## config.mk

```make
export PLATFORM = sky130hd
export DESIGN_NAME = encoder_pi_speed_controller
export DESIGN_NICKNAME = d
export VERILOG_FILES = /design/src/eps_pkg.sv /design/src/eps_cfg.sv /design/src/eps_ctrl.sv /design/src/eps_dp.sv /design/src/encoder_pi_speed_controller.sv
export SDC_FILE = /design/constraint.sdc
export NUM_CORES = 2
export LEC_CHECK = 0
export BUFFER_PORTS_ARGS = -buffer_cell sky130_fd_sc_hd__buf_2
export CAP_MARGIN = 20
export CORE_MARGIN = 2
export CORE_UTILIZATION = 40
export DETAILED_ROUTE_END_ITERATION = 8
export MAX_ROUTING_LAYER = met4
export PLACE_DENSITY = 0.51
export SLEW_MARGIN = 20
export SYNTH_ARGS = -nofsm -noshare
export SYNTH_HDL_FRONTEND = slang
export SYNTH_SLANG_ARGS = --single-unit
```

## constraint.sdc

```tcl
create_clock -name clk_i -period 10.31 [get_ports clk_i]
set_input_delay 3.093 -clock clk_i [delete_from_list [all_inputs] [get_ports clk_i]]
set_output_delay 3.093 -clock clk_i [all_outputs]
set_load 0.03 [all_outputs]
```

## src/eps_pkg.sv

```systemverilog
// ----------------------------------------------------------------------------
// eps_pkg: shared types and constants of the encoder PI speed controller
// Item structs, configuration register map, reset values and the
// command/status groups between sequencer and datapath.
// ----------------------------------------------------------------------------
package eps_pkg;

  localparam int unsigned GAIN_W     = 16;
  localparam int unsigned PER_W      = 16;
  localparam int unsigned SCALE_W    = 24;
  localparam int unsigned TICK_W     = 8;
  localparam int unsigned SPEED_W    = 16;
  localparam int unsigned DUTY_W     = 8;
  localparam int unsigned PHASE_W    = 2;
  localparam int unsigned TGT_W      = 8;
  localparam int unsigned POT_W      = 10;
  localparam int unsigned CFG_IDX_W  = 3;
  localparam int unsigned CFG_DATA_W = 24;

  // speed error (target + trim - speed) fits 18 bits signed
  localparam int unsigned DIFF_W  = 18;
  localparam int unsigned ACC_W   = 32;
  localparam int unsigned MUL_A_W = GAIN_W + 1;
  localparam int unsigned MUL_B_W = ACC_W + 1;
  localparam int unsigned PROD_W  = MUL_A_W + MUL_B_W;

  localparam int unsigned DIV_STEPS = SCALE_W;
  localparam int unsigned DIV_CNT_W = $clog2(DIV_STEPS);

  // setpoint trim: (pot - 512) / 51 via reciprocal multiply, exact for |d| <= 512
  localparam int unsigned RECIP_W    = 11;
  localparam int unsigned TRIM_SHIFT = 16;
  localparam int unsigned TRIM_W     = 5;
  localparam logic [RECIP_W-1:0] TRIM_RECIP = 11'd1286;
  localparam logic [POT_W-1:0]   POT_MID    = 10'd512;

  localparam logic [SPEED_W-1:0] SPEED_MAX = '1;
  localparam logic [DUTY_W-1:0]  DUTY_MAX  = '1;

  localparam logic OP_EDGE = 1'b0;
  localparam logic OP_TICK = 1'b1;

  localparam logic [CFG_IDX_W-1:0] REG_KP         = 3'd0;
  localparam logic [CFG_IDX_W-1:0] REG_KI         = 3'd1;
  localparam logic [CFG_IDX_W-1:0] REG_DT_STEP    = 3'd2;
  localparam logic [CFG_IDX_W-1:0] REG_PERIOD_MIN = 3'd3;
  localparam logic [CFG_IDX_W-1:0] REG_PERIOD_MAX = 3'd4;
  localparam logic [CFG_IDX_W-1:0] REG_SCALE      = 3'd5;
  localparam logic [CFG_IDX_W-1:0] REG_TICKS      = 3'd6;

  localparam logic [GAIN_W-1:0]  KP_RST    = 16'd768;
  localparam logic [GAIN_W-1:0]  KI_RST    = 16'd2560;
  localparam logic [GAIN_W-1:0]  DT_RST    = 16'd33;
  localparam logic [PER_W-1:0]   PMIN_RST  = 16'd330;
  localparam logic [PER_W-1:0]   PMAX_RST  = 16'd15625;
  localparam logic [SCALE_W-1:0] SCALE_RST = 24'd1250000;
  localparam logic [TICK_W-1:0]  TICKS_RST = 8'd2;

  typedef struct packed {
    logic               opcode;
    logic [PHASE_W-1:0] encoder_phase;
    logic [PER_W-1:0]   period_ticks;
    logic [TGT_W-1:0]   target_speed;
    logic [POT_W-1:0]   pot_sample;
  } in_item_t;

  typedef struct packed {
    logic [DUTY_W-1:0]  pwm_duty;
    logic [SPEED_W-1:0] measured_speed;
    logic               duty_updated;
  } out_item_t;

  typedef struct packed {
    logic [GAIN_W-1:0]  kp;
    logic [GAIN_W-1:0]  ki;
    logic [GAIN_W-1:0]  dt_step;
    logic [PER_W-1:0]   period_min;
    logic [PER_W-1:0]   period_max;
    logic [SCALE_W-1:0] speed_scale;
    logic [TICK_W-1:0]  ticks_per_update;
  } cfg_t;

  typedef struct packed {
    logic capture;
    logic phase;
    logic div_step;
    logic spd_load;
    logic pi_diff;
    logic pi_mul_dt;
    logic pi_mul_kp;
    logic pi_mul_ki;
    logic pi_duty;
    logic out_load;
  } dp_cmd_t;

  typedef struct packed {
    logic upd;
  } dp_status_t;

endpackage

```

## src/eps_cfg.sv

```systemverilog
// ----------------------------------------------------------------------------
// eps_cfg: configuration register file
// Decodes the write port into the seven control registers.
// ----------------------------------------------------------------------------
module eps_cfg (
  input  logic                                clk_i,
  input  logic                                rst_ni,
  input  logic                                cfg_we_i,
  input  logic [eps_pkg::CFG_IDX_W-1:0]       cfg_idx_i,
  input  logic [eps_pkg::CFG_DATA_W-1:0]      cfg_data_i,
  output eps_pkg::cfg_t                       cfg_o
);

  eps_pkg::cfg_t cfg_q;

  always_ff @(posedge clk_i or negedge rst_ni) begin
    if (!rst_ni) begin
      cfg_q.kp               <= eps_pkg::KP_RST;
      cfg_q.ki               <= eps_pkg::KI_RST;
      cfg_q.dt_step          <= eps_pkg::DT_RST;
      cfg_q.period_min       <= eps_pkg::PMIN_RST;
      cfg_q.period_max       <= eps_pkg::PMAX_RST;
      cfg_q.speed_scale      <= eps_pkg::SCALE_RST;
      cfg_q.ticks_per_update <= eps_pkg::TICKS_RST;
    end else if (cfg_we_i) begin
      case (cfg_idx_i)
        eps_pkg::REG_KP:         cfg_q.kp <= cfg_data_i[eps_pkg::GAIN_W-1:0];
        eps_pkg::REG_KI:         cfg_q.ki <= cfg_data_i[eps_pkg::GAIN_W-1:0];
        eps_pkg::REG_DT_STEP:    cfg_q.dt_step <= cfg_data_i[eps_pkg::GAIN_W-1:0];
        eps_pkg::REG_PERIOD_MIN: cfg_q.period_min <= cfg_data_i[eps_pkg::PER_W-1:0];
        eps_pkg::REG_PERIOD_MAX: cfg_q.period_max <= cfg_data_i[eps_pkg::PER_W-1:0];
        eps_pkg::REG_SCALE:      cfg_q.speed_scale <= cfg_data_i[eps_pkg::SCALE_W-1:0];
        eps_pkg::REG_TICKS:      cfg_q.ticks_per_update <= cfg_data_i[eps_pkg::TICK_W-1:0];
        default: begin
        end
      endcase
    end
  end

  assign cfg_o = cfg_q;

endmodule

```

## src/eps_ctrl.sv

```systemverilog
// ----------------------------------------------------------------------------
// eps_ctrl: item sequencer
// Walks each item through edge/tick update, restoring division, the
// optional PI steps and the output register handoff.
// ----------------------------------------------------------------------------
module eps_ctrl (
  input  logic                clk_i,
  input  logic                rst_ni,
  input  logic                in_valid_i,
  output logic                in_ready_o,
  output logic                out_valid_o,
  input  logic                out_ready_i,
  output eps_pkg::dp_cmd_t    cmd_o,
  input  eps_pkg::dp_status_t status_i
);

  localparam logic [3:0] S_IDLE  = 4'd0;
  localparam logic [3:0] S_PHASE = 4'd1;
  localparam logic [3:0] S_DIV   = 4'd2;
  localparam logic [3:0] S_SPD   = 4'd3;
  localparam logic [3:0] S_DIFF  = 4'd4;
  localparam logic [3:0] S_MDT   = 4'd5;
  localparam logic [3:0] S_MKP   = 4'd6;
  localparam logic [3:0] S_MKI   = 4'd7;
  localparam logic [3:0] S_DUTY  = 4'd8;
  localparam logic [3:0] S_OUT   = 4'd9;

  logic [3:0] state_q, state_d;
  logic [eps_pkg::DIV_CNT_W-1:0] cnt_q, cnt_d;
  logic out_valid_q, out_valid_d;

  always_comb begin
    state_d = state_q;
    cnt_d   = cnt_q;
    cmd_o   = '0;
    case (state_q)
      S_IDLE: begin
        if (in_valid_i) begin
          cmd_o.capture = 1'b1;
          state_d       = S_PHASE;
        end
      end
      S_PHASE: begin
        cmd_o.phase = 1'b1;
        cnt_d       = eps_pkg::DIV_CNT_W'(eps_pkg::DIV_STEPS - 1);
        state_d     = S_DIV;
      end
      S_DIV: begin
        cmd_o.div_step = 1'b1;
        if (cnt_q == '0) begin
          state_d = S_SPD;
        end else begin
          cnt_d = cnt_q - 1'b1;
        end
      end
      S_SPD: begin
        cmd_o.spd_load = 1'b1;
        state_d        = status_i.upd ? S_DIFF : S_OUT;
      end
      S_DIFF: begin
        cmd_o.pi_diff = 1'b1;
        state_d       = S_MDT;
      end
      S_MDT: begin
        cmd_o.pi_mul_dt = 1'b1;
        state_d         = S_MKP;
      end
      S_MKP: begin
        cmd_o.pi_mul_kp = 1'b1;
        state_d         = S_MKI;
      end
      S_MKI: begin
        cmd_o.pi_mul_ki = 1'b1;
        state_d         = S_DUTY;
      end
      S_DUTY: begin
        cmd_o.pi_duty = 1'b1;
        state_d       = S_OUT;
      end
      S_OUT: begin
        // wait for the output register to free up
        if (!out_valid_q || out_ready_i) begin
          cmd_o.out_load = 1'b1;
          state_d        = S_IDLE;
        end
      end
      default: begin
        state_d = S_IDLE;
      end
    endcase
  end

  always_comb begin
    if (cmd_o.out_load) begin
      out_valid_d = 1'b1;
    end else if (out_ready_i) begin
      out_valid_d = 1'b0;
    end else begin
      out_valid_d = out_valid_q;
    end
  end

  always_ff @(posedge clk_i or negedge rst_ni) begin
    if (!rst_ni) begin
      state_q     <= S_IDLE;
      cnt_q       <= '0;
      out_valid_q <= 1'b0;
    end else begin
      state_q     <= state_d;
      cnt_q       <= cnt_d;
      out_valid_q <= out_valid_d;
    end
  end

  assign in_ready_o  = (state_q == S_IDLE);
  assign out_valid_o = out_valid_q;

endmodule

```

## src/eps_dp.sv

```systemverilog
// ----------------------------------------------------------------------------
// eps_dp: controller datapath
// Period ring and running total, tick counter, bit-serial speed divider,
// shared PI multiplier, duty clamp and output register.
// ----------------------------------------------------------------------------
module eps_dp #(
  parameter int unsigned PERIOD_SLOTS  = 16,
  parameter int unsigned FRACTION_BITS = 8
) (
  input  logic                clk_i,
  input  logic                rst_ni,
  input  eps_pkg::cfg_t       cfg_i,
  input  eps_pkg::in_item_t   in_data_i,
  input  eps_pkg::dp_cmd_t    cmd_i,
  output eps_pkg::dp_status_t status_o,
  output eps_pkg::out_item_t  out_data_o
);

  localparam int unsigned SLOT_W  = (PERIOD_SLOTS > 1) ? $clog2(PERIOD_SLOTS) : 1;
  localparam int unsigned TOTAL_W = eps_pkg::PER_W + SLOT_W;
  localparam int unsigned ACC_W   = eps_pkg::ACC_W;
  localparam int unsigned PROD_W  = eps_pkg::PROD_W;
  localparam int unsigned DIFF_W  = eps_pkg::DIFF_W;
  localparam int unsigned MUL_B_W = eps_pkg::MUL_B_W;
  localparam int unsigned TRIM_W  = eps_pkg::TRIM_W;
  localparam logic [SLOT_W-1:0] LAST_SLOT = SLOT_W'(PERIOD_SLOTS - 1);
  localparam logic signed [PROD_W-1:0] RND = $signed(PROD_W'(1) << (FRACTION_BITS - 1));
  localparam logic signed [ACC_W:0] DUTY_TOP =
    $signed({{(ACC_W + 1 - eps_pkg::DUTY_W){1'b0}}, eps_pkg::DUTY_MAX});

  // --------------------------------------------------------------------------
  // item capture
  eps_pkg::in_item_t in_q;

  always_ff @(posedge clk_i) begin
    if (cmd_i.capture) begin
      in_q <= in_data_i;
    end
  end

  // --------------------------------------------------------------------------
  // period ring; entries not yet written since reset read as zero
  logic [eps_pkg::PER_W-1:0] ring_mem [PERIOD_SLOTS];
  logic [eps_pkg::PER_W-1:0] rd_q;
  logic [SLOT_W-1:0]         slot_q;
  logic                      wrapped_q;
  logic [TOTAL_W-1:0]        total_q;
  logic [eps_pkg::PHASE_W-1:0] last_phase_q;
  logic                      is_edge, wrong_dir, store_en;
  logic [eps_pkg::PER_W-1:0] old_per;

  assign is_edge = cmd_i.phase && (in_q.opcode == eps_pkg::OP_EDGE);

  always_comb begin
    wrong_dir = ((in_q.encoder_phase == 2'd0) && (last_phase_q == 2'd1)) ||
                ((in_q.encoder_phase == 2'd1) && (last_phase_q == 2'd3)) ||
                ((in_q.encoder_phase == 2'd2) && (last_phase_q == 2'd0)) ||
                ((in_q.encoder_phase == 2'd3) && (last_phase_q == 2'd2));
  end

  assign store_en = is_edge && !wrong_dir &&
                    (in_q.period_ticks > cfg_i.period_min) &&
                    (in_q.period_ticks < cfg_i.period_max);
  assign old_per  = wrapped_q ? rd_q : '0;

  always_ff @(posedge clk_i) begin
    if (store_en) begin
      ring_mem[slot_q] <= in_q.period_ticks;
    end
    rd_q <= ring_mem[slot_q];
  end

  always_ff @(posedge clk_i or negedge rst_ni) begin
    if (!rst_ni) begin
      slot_q       <= '0;
      wrapped_q    <= 1'b0;
      total_q      <= '0;
      last_phase_q <= '0;
    end else begin
      if (is_edge) begin
        last_phase_q <= in_q.encoder_phase;
      end
      if (store_en) begin
        total_q <= total_q - {{SLOT_W{1'b0}}, old_per}
                           + {{SLOT_W{1'b0}}, in_q.period_ticks};
        if (slot_q == LAST_SLOT) begin
          slot_q    <= '0;
          wrapped_q <= 1'b1;
        end else begin
          slot_q <= slot_q + 1'b1;
        end
      end
    end
  end

  // --------------------------------------------------------------------------
  // tick counter and update flag
  logic [eps_pkg::TICK_W-1:0] tick_q, tick_inc;
  logic                       upd_q, tick_hit;

  assign tick_inc = tick_q + 1'b1;
  assign tick_hit = (tick_inc >= cfg_i.ticks_per_update);

  always_ff @(posedge clk_i or negedge rst_ni) begin
    if (!rst_ni) begin
      tick_q <= '0;
      upd_q  <= 1'b0;
    end else if (cmd_i.phase) begin
      if (in_q.opcode == eps_pkg::OP_TICK) begin
        tick_q <= tick_hit ? '0 : tick_inc;
        upd_q  <= tick_hit;
      end else begin
        upd_q <= 1'b0;
      end
    end
  end

  assign status_o.upd = upd_q;

  // --------------------------------------------------------------------------
  // setpoint trim, truncated toward zero
  logic [eps_pkg::POT_W:0]   pot_off, pot_mag;
  logic [eps_pkg::POT_W+eps_pkg::RECIP_W-1:0] trim_prod;
  logic [TRIM_W-2:0]         trim_quo;
  logic [TRIM_W-1:0]         trim_d, trim_q;

  assign pot_off   = {1'b0, in_q.pot_sample} - {1'b0, eps_pkg::POT_MID};
  assign pot_mag   = pot_off[eps_pkg::POT_W] ? ('0 - pot_off) : pot_off;
  assign trim_prod = pot_mag[eps_pkg::POT_W-1:0] * eps_pkg::TRIM_RECIP;
  assign trim_quo  = trim_prod[eps_pkg::TRIM_SHIFT+TRIM_W-2:eps_pkg::TRIM_SHIFT];
  assign trim_d    = pot_off[eps_pkg::POT_W] ? ('0 - {1'b0, trim_quo}) : {1'b0, trim_quo};

  always_ff @(posedge clk_i) begin
    if (cmd_i.phase) begin
      trim_q <= trim_d;
    end
  end

  // --------------------------------------------------------------------------
  // restoring divider, one quotient bit per cycle: speed_scale / total
  logic [TOTAL_W:0]            rem_q, rem_sh;
  logic [eps_pkg::SCALE_W-1:0] quo_q;
  logic                        rem_ge;
  logic [eps_pkg::SPEED_W-1:0] speed_q;

  assign rem_sh = {rem_q[TOTAL_W-1:0], quo_q[eps_pkg::SCALE_W-1]};
  assign rem_ge = (rem_sh >= {1'b0, total_q});

  always_ff @(posedge clk_i) begin
    if (cmd_i.phase) begin
      rem_q <= '0;
      quo_q <= cfg_i.speed_scale;
    end else if (cmd_i.div_step) begin
      rem_q <= rem_ge ? (rem_sh - {1'b0, total_q}) : rem_sh;
      quo_q <= {quo_q[eps_pkg::SCALE_W-2:0], rem_ge};
    end
    if (cmd_i.spd_load) begin
      if (total_q == '0) begin
        speed_q <= '0;
      end else if (|quo_q[eps_pkg::SCALE_W-1:eps_pkg::SPEED_W]) begin
        speed_q <= eps_pkg::SPEED_MAX;
      end else begin
        speed_q <= quo_q[eps_pkg::SPEED_W-1:0];
      end
    end
  end

  // --------------------------------------------------------------------------
  // PI law on one shared multiplier
  // err is diff << F, so the rounded Q products with dt and kp reduce to diff * gain
  logic signed [DIFF_W-1:0]          diff_d, diff_q;
  logic signed [eps_pkg::MUL_A_W-1:0] mul_a;
  logic signed [MUL_B_W-1:0]         mul_b;
  logic signed [PROD_W-1:0]          mul_p, prod_q;
  logic [ACC_W-1:0]                  integ_q, pterm_q;
  logic [eps_pkg::DUTY_W-1:0]        duty_q, duty_d;
  logic signed [PROD_W-1:0]          iterm_rnd;
  logic [ACC_W-1:0]                  iterm;
  logic signed [ACC_W:0]             pi_sum, pi_shift;

  assign diff_d = $signed({{(DIFF_W - eps_pkg::TGT_W){1'b0}}, in_q.target_speed})
                + $signed({{(DIFF_W - TRIM_W){trim_q[TRIM_W-1]}}, trim_q})
                - $signed({{(DIFF_W - eps_pkg::SPEED_W){1'b0}}, speed_q});

  always_comb begin
    mul_a = $signed({1'b0, cfg_i.ki});
    mul_b = $signed({integ_q[ACC_W-1], integ_q});
    if (cmd_i.pi_mul_dt) begin
      mul_a = $signed({1'b0, cfg_i.dt_step});
      mul_b = $signed({{(MUL_B_W - DIFF_W){diff_q[DIFF_W-1]}}, diff_q});
    end else if (cmd_i.pi_mul_kp) begin
      mul_a = $signed({1'b0, cfg_i.kp});
      mul_b = $signed({{(MUL_B_W - DIFF_W){diff_q[DIFF_W-1]}}, diff_q});
    end
  end

  assign mul_p = mul_a * mul_b;

  assign iterm_rnd = prod_q + RND;
  assign iterm     = iterm_rnd[FRACTION_BITS+ACC_W-1:FRACTION_BITS];
  assign pi_sum    = $signed({pterm_q[ACC_W-1], pterm_q}) + $signed({iterm[ACC_W-1], iterm});
  assign pi_shift  = pi_sum >>> FRACTION_BITS;

  always_comb begin
    if (pi_shift[ACC_W]) begin
      duty_d = '0;
    end else if (pi_shift > DUTY_TOP) begin
      duty_d = eps_pkg::DUTY_MAX;
    end else begin
      duty_d = pi_shift[eps_pkg::DUTY_W-1:0];
    end
  end

  always_ff @(posedge clk_i) begin
    if (cmd_i.pi_diff) begin
      diff_q <= diff_d;
    end
    if (cmd_i.pi_mul_dt || cmd_i.pi_mul_kp || cmd_i.pi_mul_ki) begin
      prod_q <= mul_p;
    end
    // prod_q holds kp * diff while the ki product is formed
    if (cmd_i.pi_mul_ki) begin
      pterm_q <= prod_q[ACC_W-1:0];
    end
  end

  always_ff @(posedge clk_i or negedge rst_ni) begin
    if (!rst_ni) begin
      integ_q <= '0;
      duty_q  <= '0;
    end else begin
      if (cmd_i.pi_mul_kp) begin
        integ_q <= integ_q + prod_q[ACC_W-1:0];
      end
      if (cmd_i.pi_duty) begin
        duty_q <= duty_d;
      end
    end
  end

  // --------------------------------------------------------------------------
  // output register
  eps_pkg::out_item_t out_q;

  always_ff @(posedge clk_i) begin
    if (cmd_i.out_load) begin
      out_q.pwm_duty       <= duty_q;
      out_q.measured_speed <= speed_q;
      out_q.duty_updated   <= upd_q;
    end
  end

  assign out_data_o = out_q;

endmodule

```

## src/encoder_pi_speed_controller.sv

```systemverilog
// ----------------------------------------------------------------------------
// encoder_pi_speed_controller: encoder-fed PI motor speed controller
// Averages encoder edge periods in a ring, measures speed by division and
// runs a Q-format PI law every N timer ticks to set the PWM duty.
// ----------------------------------------------------------------------------
//  channel | dir | handshake              | payload
//  --------+-----+------------------------+---------------------------------
//  in      | in  | in_valid_i/in_ready_o   | in_data_i  (eps_pkg::in_item_t)
//  out     | out | out_valid_o/out_ready_i | out_data_o (eps_pkg::out_item_t)
//  cfg     | in  | cfg_we_i (no wait)      | cfg_idx_i, cfg_data_i
//
//  One item in flight. The result is loaded once the item has passed the
//  edge/tick update, the 24-step speed divider, the speed load and, when it
//  runs a control update, the PI steps; the divider takes most of the time.
//  in_ready_o rises together with out_valid_o when the result is loaded.
//  A waiting result sits in the output register while the next item is taken;
//  a stalled output holds the sequencer before its load step.
//  Reset is asynchronous and clears all control state; no clearing pass.
// ----------------------------------------------------------------------------
module encoder_pi_speed_controller #(
  parameter int unsigned PERIOD_SLOTS  = 16,
  parameter int unsigned FRACTION_BITS = 8
) (
  input  logic                           clk_i,
  input  logic                           rst_ni,
  input  logic                           in_valid_i,
  output logic                           in_ready_o,
  input  eps_pkg::in_item_t              in_data_i,
  output logic                           out_valid_o,
  input  logic                           out_ready_i,
  output eps_pkg::out_item_t             out_data_o,
  input  logic                           cfg_we_i,
  input  logic [eps_pkg::CFG_IDX_W-1:0]  cfg_idx_i,
  input  logic [eps_pkg::CFG_DATA_W-1:0] cfg_data_i
);

  eps_pkg::cfg_t       cfg;
  eps_pkg::dp_cmd_t    cmd;
  eps_pkg::dp_status_t status;

  eps_cfg u_cfg (
    .clk_i      (clk_i),
    .rst_ni     (rst_ni),
    .cfg_we_i   (cfg_we_i),
    .cfg_idx_i  (cfg_idx_i),
    .cfg_data_i (cfg_data_i),
    .cfg_o      (cfg)
  );

  eps_ctrl u_ctrl (
    .clk_i       (clk_i),
    .rst_ni      (rst_ni),
    .in_valid_i  (in_valid_i),
    .in_ready_o  (in_ready_o),
    .out_valid_o (out_valid_o),
    .out_ready_i (out_ready_i),
    .cmd_o       (cmd),
    .status_i    (status)
  );

  eps_dp #(
    .PERIOD_SLOTS  (PERIOD_SLOTS),
    .FRACTION_BITS (FRACTION_BITS)
  ) u_dp (
    .clk_i      (clk_i),
    .rst_ni     (rst_ni),
    .cfg_i      (cfg),
    .in_data_i  (in_data_i),
    .cmd_i      (cmd),
    .status_o   (status),
    .out_data_o (out_data_o)
  );

endmodule

```

Word level (Yosys, flattened, before mapping)

Memory sizes are Yosys's and may differ from the RTL's. A register that Yosys moved wholly into a read port is not among the register bits.
Index checks and enable logic that the tools add are counted.

$add $sub $neg: 14
Multiply operators: 2
Magnitude comparators: 5
Eq/ne operators: 26
Muxes and demuxes: 39
Bitwise gates (word level): 1
Reduce and logical (&&, ||, !) cells: 37

Operators by type and width:

| cell                                                                   | number |
|---|---|
| 33-bit two-way mux                                                     | 2 |
| 16-bit two-way mux                                                     | 4 |
| 24-bit two-way mux                                                     | 2 |
| 40-bit by 9-bit adder with 40-bit output (second input constant)       | 1 |
| 17-bit by 33-bit multiplier with 40-bit output                         | 1 |
| 4-bit case mux with 10 select lines                                    | 1 |
| 32-bit by 32-bit adder with 33-bit output                              | 1 |
| 32-bit adder                                                           | 1 |
| 25-bit by 9-bit > comparator with 1-bit output (second input constant) | 1 |
| 4-bit two-way mux                                                      | 6 |
| 8-bit two-way mux                                                      | 3 |
| 21-bit by 20-bit >= comparator with 1-bit output                       | 1 |
| 20-bit by 16-bit adder with 20-bit output                              | 1 |
| 20-bit logical NOT                                                     | 1 |
| 20-bit two-way mux                                                     | 1 |
| 2-bit AND reduction                                                    | 10 |
| 20-bit by 16-bit subtractor with 20-bit output                         | 1 |
| 20-bit subtractor                                                      | 1 |
| 10-bit by 10-bit multiplier with 19-bit output (second input constant) | 1 |
| 18-bit by 17-bit subtractor with 18-bit output                         | 1 |
| 1-bit two-way mux                                                      | 17 |
| 4-bit by 3-bit == test with 1-bit output (second input constant)       | 4 |
| 16-bit > comparator                                                    | 1 |
| 16-bit < comparator                                                    | 1 |
| other kinds (32)                                                       | 60 |

Bits in registers: 415
Bits in writable memories: 256
Memories: 1

Memory list:

| memory        | depth | width | read ports | clocked after Yosys merged registers in | write ports | RTL line     | text |
|---|---|---|---|---|---|---|---|
| u_dp.ring_mem | 16    | 16    | 1          | 1                                       | 1           | eps_dp.sv:43 | `logic [eps_pkg::PER_W-1:0] ring_mem [PERIOD_SLOTS];` |

Depth between registers and ports, before layout

Depth in word-level cells: 11
Gate-level depth with buffers: 32

Cells and area by module

Synthesis repeated with hierarchy kept, for this count alone.

Cell total of the unflattened synthesis: 4473
Area, all modules: 50419.6 µm²

Modules (own cells, without submodules):

| module   | instances | cells each | area each (µm²) |
|---|---|---|---|
| eps_dp   | 1         | 4159       | 45482.4 |
| eps_cfg  | 1         | 245        | 4327.9 |
| eps_ctrl | 1         | 69         | 609.3 |

Least setup slack after synthesis

No wires, ideal clock.

Kind: register -> register
From: reg u_ctrl.state_q[1]
To: reg u_dp.prod_q[39], data pin
Setup time: 262 ps
Arrival time: 7794 ps
Data required time: 10048 ps
Path slack: 2254 ps
Cell stages (with the launch flop): 30
Path buffers: 4
Period minus slack after synthesis: 8056 ps
Cells stage by stage: dfrtp_1 -> buf_2 -> nor2b_1 -> o21bai_2 -> clkbuf_1 -> clkbuf_1 -> buf_2 -> mux2i_1 -> nor2_1 -> fa_1 -> inv_1 -> fa_1 -> fa_1 -> inv_1 -> fa_1 -> fa_1 -> inv_1 -> fa_1 -> inv_1 -> ha_1 -> nand2_1 -> nor2_1 -> nand2_1 -> o41ai_1 -> o21ai_1 -> o31ai_2 -> a2111oi_1 -> o21a_1 -> o31ai_1 -> xnor2_1

Longest elaborated chain between the ends: 5
Elaborated cells on any way between the ends: 9
Classes of those cells: 1 x mul; 2 x eq/ne; 6 x mux

RTL lines:

| what                                                     | RTL line        | text |
|---|---|---|
| start, declared                                          | eps_ctrl.sv:28  | `logic [3:0] state_q, state_d;` |
| start signal, assigned                                   | eps_ctrl.sv:109 | `state_q <= state_d;` |
| 4-bit by 3-bit == test with 1-bit output                 | eps_ctrl.sv:36  | `case (state_q)` |
| 1-bit two-way mux                                        | eps_ctrl.sv:36  |  |
| 16-bit two-way mux or 33-bit two-way mux (tied branches) | eps_dp.sv:191   | `end else if (cmd_i.pi_mul_kp) begin` |
| 16-bit two-way mux or 33-bit two-way mux (tied branches) | eps_dp.sv:188   | `if (cmd_i.pi_mul_dt) begin` |
| 17-bit by 33-bit multiplier with 40-bit output *         | eps_dp.sv:197   | `assign mul_p = mul_a * mul_b;` |
| net u_dp.mul_p[39]                                       | eps_dp.sv:174   | `logic signed [PROD_W-1:0] mul_p, prod_q;` |
| end signal, assigned                                     | eps_dp.sv:219   | `prod_q <= mul_p;` |
| end, declared                                            | eps_dp.sv:174   |  |

Mark *: on every way through the listed nets, which the timed path passes. The rest lies on a longest branch.
A chain may end at the register's enable or synchronous reset.

Worst setup path after layout

Same ends and word-level chain as after synthesis.

==> metrics.yaml <==
synthFlopType: "edfxtp_1"
antenna_found_initial: 7
rows: 129
first_global_vias: 34000
dpl_cell_area_mm2: 0.0528
finalWeightedCongestion: 0.888
fin_area_mm2: 0.0555
holdCritStartpoint: "u_dp.duty_q[7]"
n_fill_cell: 11800
ys.warnings.count: 0
die_x_um: 358
numCtsBuffers: 79
grt_pass1_wl_mm: 205
overflow: 0
postRouteAntennaNets: 0
core_area_mm2: 0.124
regToRegStartpoint: "u_ctrl.state_q[1]"
syn_to_final_growth_pct: 10.8
reg2reg_slack_ps: 870
critPathSlowestCell: "mux2i_1"
holdPathEnd: "u_dp.out_data_o[24]"
tns_ps: 0
rr_worst_depth: 25
yosys-top-cells-area: "edfxtp_1 (27%), fa_1 (17%), dfrtp_1 (8.6%)"
yosysUniqueCellTypes: 87
layout-drive-gt1-share_pct: 12.1
cts_hold_buf: 0
clk_pin_slew_ps: 60
cts_resized: 0
rsz0062_at_grt: "no"
slowest_delay_ps: 1060
grt_max_degree: 147
setup_violations: 0
synth_seq_cells: 687
syn_nets: 5400
ir_worst_vdd_mv: 0.431
tightest_slew_ps: 1200
synth_edf_count: 453
num_io_pins: 96
wire_per_inst_um: 20.7
finalCritPeriodShare_pct: 91.5
crit_type: "flop to flop"
ys_seq_area_share_pct: 38.6
syn_area_per_cell_um2: 11.0
timing.critical_path.buf_inv: 5
synth_cells: 4555
drt_iter0_markers: 2143
p_leak_nw: 24.2
power_density_mw_per_mm2: 346
status: "finished clean"
cts-root-buf: "clkbuf_16"
arrival_ps: 9800
clockBufferDepth: 3
vias_per_cell: 5.21
die_h_um: 358
max_freq_mhz: 106
fin_worst_skew_ps: 59.2
routed_wirelength_mm: 131
path_delay_family: "adder cells"
post-dp-hpwl_mm: 99.2
startpoint_type: "flop"
hold_class: "flop to flop"
maxCapViolations: 0
whs_path_depth: 0
grt_use_total_pct: 21.6
drc: 0
syn-cell-area_mm2: 0.0501
synth_top_area_share_pct: 27.2
start_util_pct: 40.4
synthArstFlopShare_pct: 28.8
first_pass_iters: 6
h-tree-depth: 3
timing.rr.end: "u_dp.prod_q[39]"
cts_tree: "done"
worst_setup_path_end_kind: "flop"
crit_fanout: 24
critical_path_required_ps: 10670
slew_viol_final: 0
crit_top_cell: "fa_1"
synth.largest_area_cell: "edfxtp_1"
slew_headroom_pct: 17.6
finalCriticalPeriod_ps: 9440
port_buffers: 95
clock_sinks: 687
die_area_mm2: 0.128
post_cts_buffers: 0
vias: 33100
clock_latency_ps: 700
nets: 5496
final-hold-violation-count: 0
[where the power goes]
group	switching [mW]	internal [mW]	leakage, nW
Combinational	7.08	4.98	16.1
Clock	1.22	1.65	1.30
Sequential	0.431	3.82	6.77
Total	8.74	10.5	24.2
[layout make-up]
cell class	instances	area, um2	area share, %
timing repair buffer	165	1040	1.87
sequential	687	19300	34.8
clock buffer	104	2150	3.88
inverter	679	2550	4.59
multi-input combinational	3039	27900	50.2
clock inverter	43	534	0.963
tap	1637	2050	3.69
antenna	3	7.51	0.0135
[logic make-up (layout without fill, tap and decap cells)]
| kind of cell | count (synthesis) | count (layout) | share of synthesized area [%] |
|---|---|---|---|
| other cells | 0 | 3 | 0 |
| compound gates | 625 | 625 | 8.06 |
| buf+inv | 829 | 991 | 6.24 |
| flops | 687 | 687 | 38.6 |
| mux | 251 | 251 | 7.32 |
| simple gates | 1192 | 1192 | 10.5 |
| fa+ha+maj | 776 | 776 | 25.9 |
| xor+xnor | 195 | 195 | 3.41 |
[synthesized netlist by cell type (26+ instances only)]
library cell,count
inv_1,677
nand2_1,577
edfxtp_1,453
fa_1,432
ha_1,344
nor2_1,293
dfrtp_1,172
a21oi_1,165
o21ai_0,149
xnor2_1,130
clkbuf_1,128
mux2_2,121
a21o_1,82
mux4_2,80
xor2_1,65
mux2i_1,49
o21a_1,49
and2_1,48
nand3_1,48
nor3_1,42
dfxtp_1,36
nor2b_1,31
and3_1,26
dfstp_2,26
[through the flow]
| stage | setup WS (ps) | total power, mW | hold slack [ps] | utilization (%) | instances |
|---|---|---|---|---|---|
| 2_1_floorplan | 2250 | 13.1 | 426 | - | 4555 |
| 3_3_place_gp | 1100 | 16.3 | 462 | 42.6 | 6206 |
| 3_5_place_dp | 1000 | 16.5 | 464 | 42.6 | 6206 |
| 4_1_cts | 921 | 19.5 | 473 | 44.7 | 6353 |
| 5_1_grt | 295 | 21.1 | 483 | 44.8 | 6355 |
| 6_report | 872 | 19.2 | 477 | 44.8 | 6357 |
[worst max-delay path by stage]
stage,end,start,cells past startpoint
2_1_floorplan,u_dp.prod_q[39],u_ctrl.state_q[1],29
3_3_place_gp,u_dp.prod_q[39],u_ctrl.state_q[1],25
3_5_place_dp,u_dp.prod_q[39],u_ctrl.state_q[2],26
5_1_grt,u_dp.prod_q[39],u_ctrl.state_q[2],26
4_1_cts,u_dp.prod_q[39],u_ctrl.state_q[1],25
6_report,u_dp.prod_q[39],u_ctrl.state_q[1],25
[routing by layer]
layer,global-route usage (%),vias to the layer above,routed length [um],share of wire [%]
met5,-,-,0,0
met4,5.00,0,2920,2.2
met3,2.69,166,5330,4.1
met2,35.9,697,64100,49
met1,28.3,16700,59000,45
li1,-,15500,-,-
[registers in the layout (all words and copies together), names as in the netlist, 18 cells and up]
| signal | flops |
|---|---|
| u_dp.ring_mem | 256 |
| u_cfg.cfg_o | 112 |
| u_dp.prod_q | 40 |
| u_dp.in_q | 37 |
| u_dp.integ_q | 32 |
| u_dp.pterm_q | 32 |
| u_dp.out_data_o | 25 |
| u_dp.quo_q | 24 |
| u_dp.rem_q | 20 |
| u_dp.total_q | 20 |
| u_dp.diff_q | 18 |
[layout by cell type, fill, tap and decap left out, types with 31 or more instances in the layout]
master,Yosys,routed
nor3_1,42,38
and2_1,48,47
dfxtp_1,36,36
fa_1,432,432
dfrtp_1,172,170
nor2_1,293,287
a21o_1,82,82
edfxtp_1,453,453
xnor2_1,130,130
o21ai_0,149,145
mux2i_1,49,48
a21oi_1,165,163
nand3_1,48,48
buf_4,0,67
mux4_2,80,80
buf_2,5,94
xor2_1,65,65
clkbuf_16,0,81
o21a_1,49,49
mux2_2,121,121
ha_1,344,344
nor2b_1,31,31
nand2_1,577,577
inv_1,677,677
(Power assumes the default switching activity.)
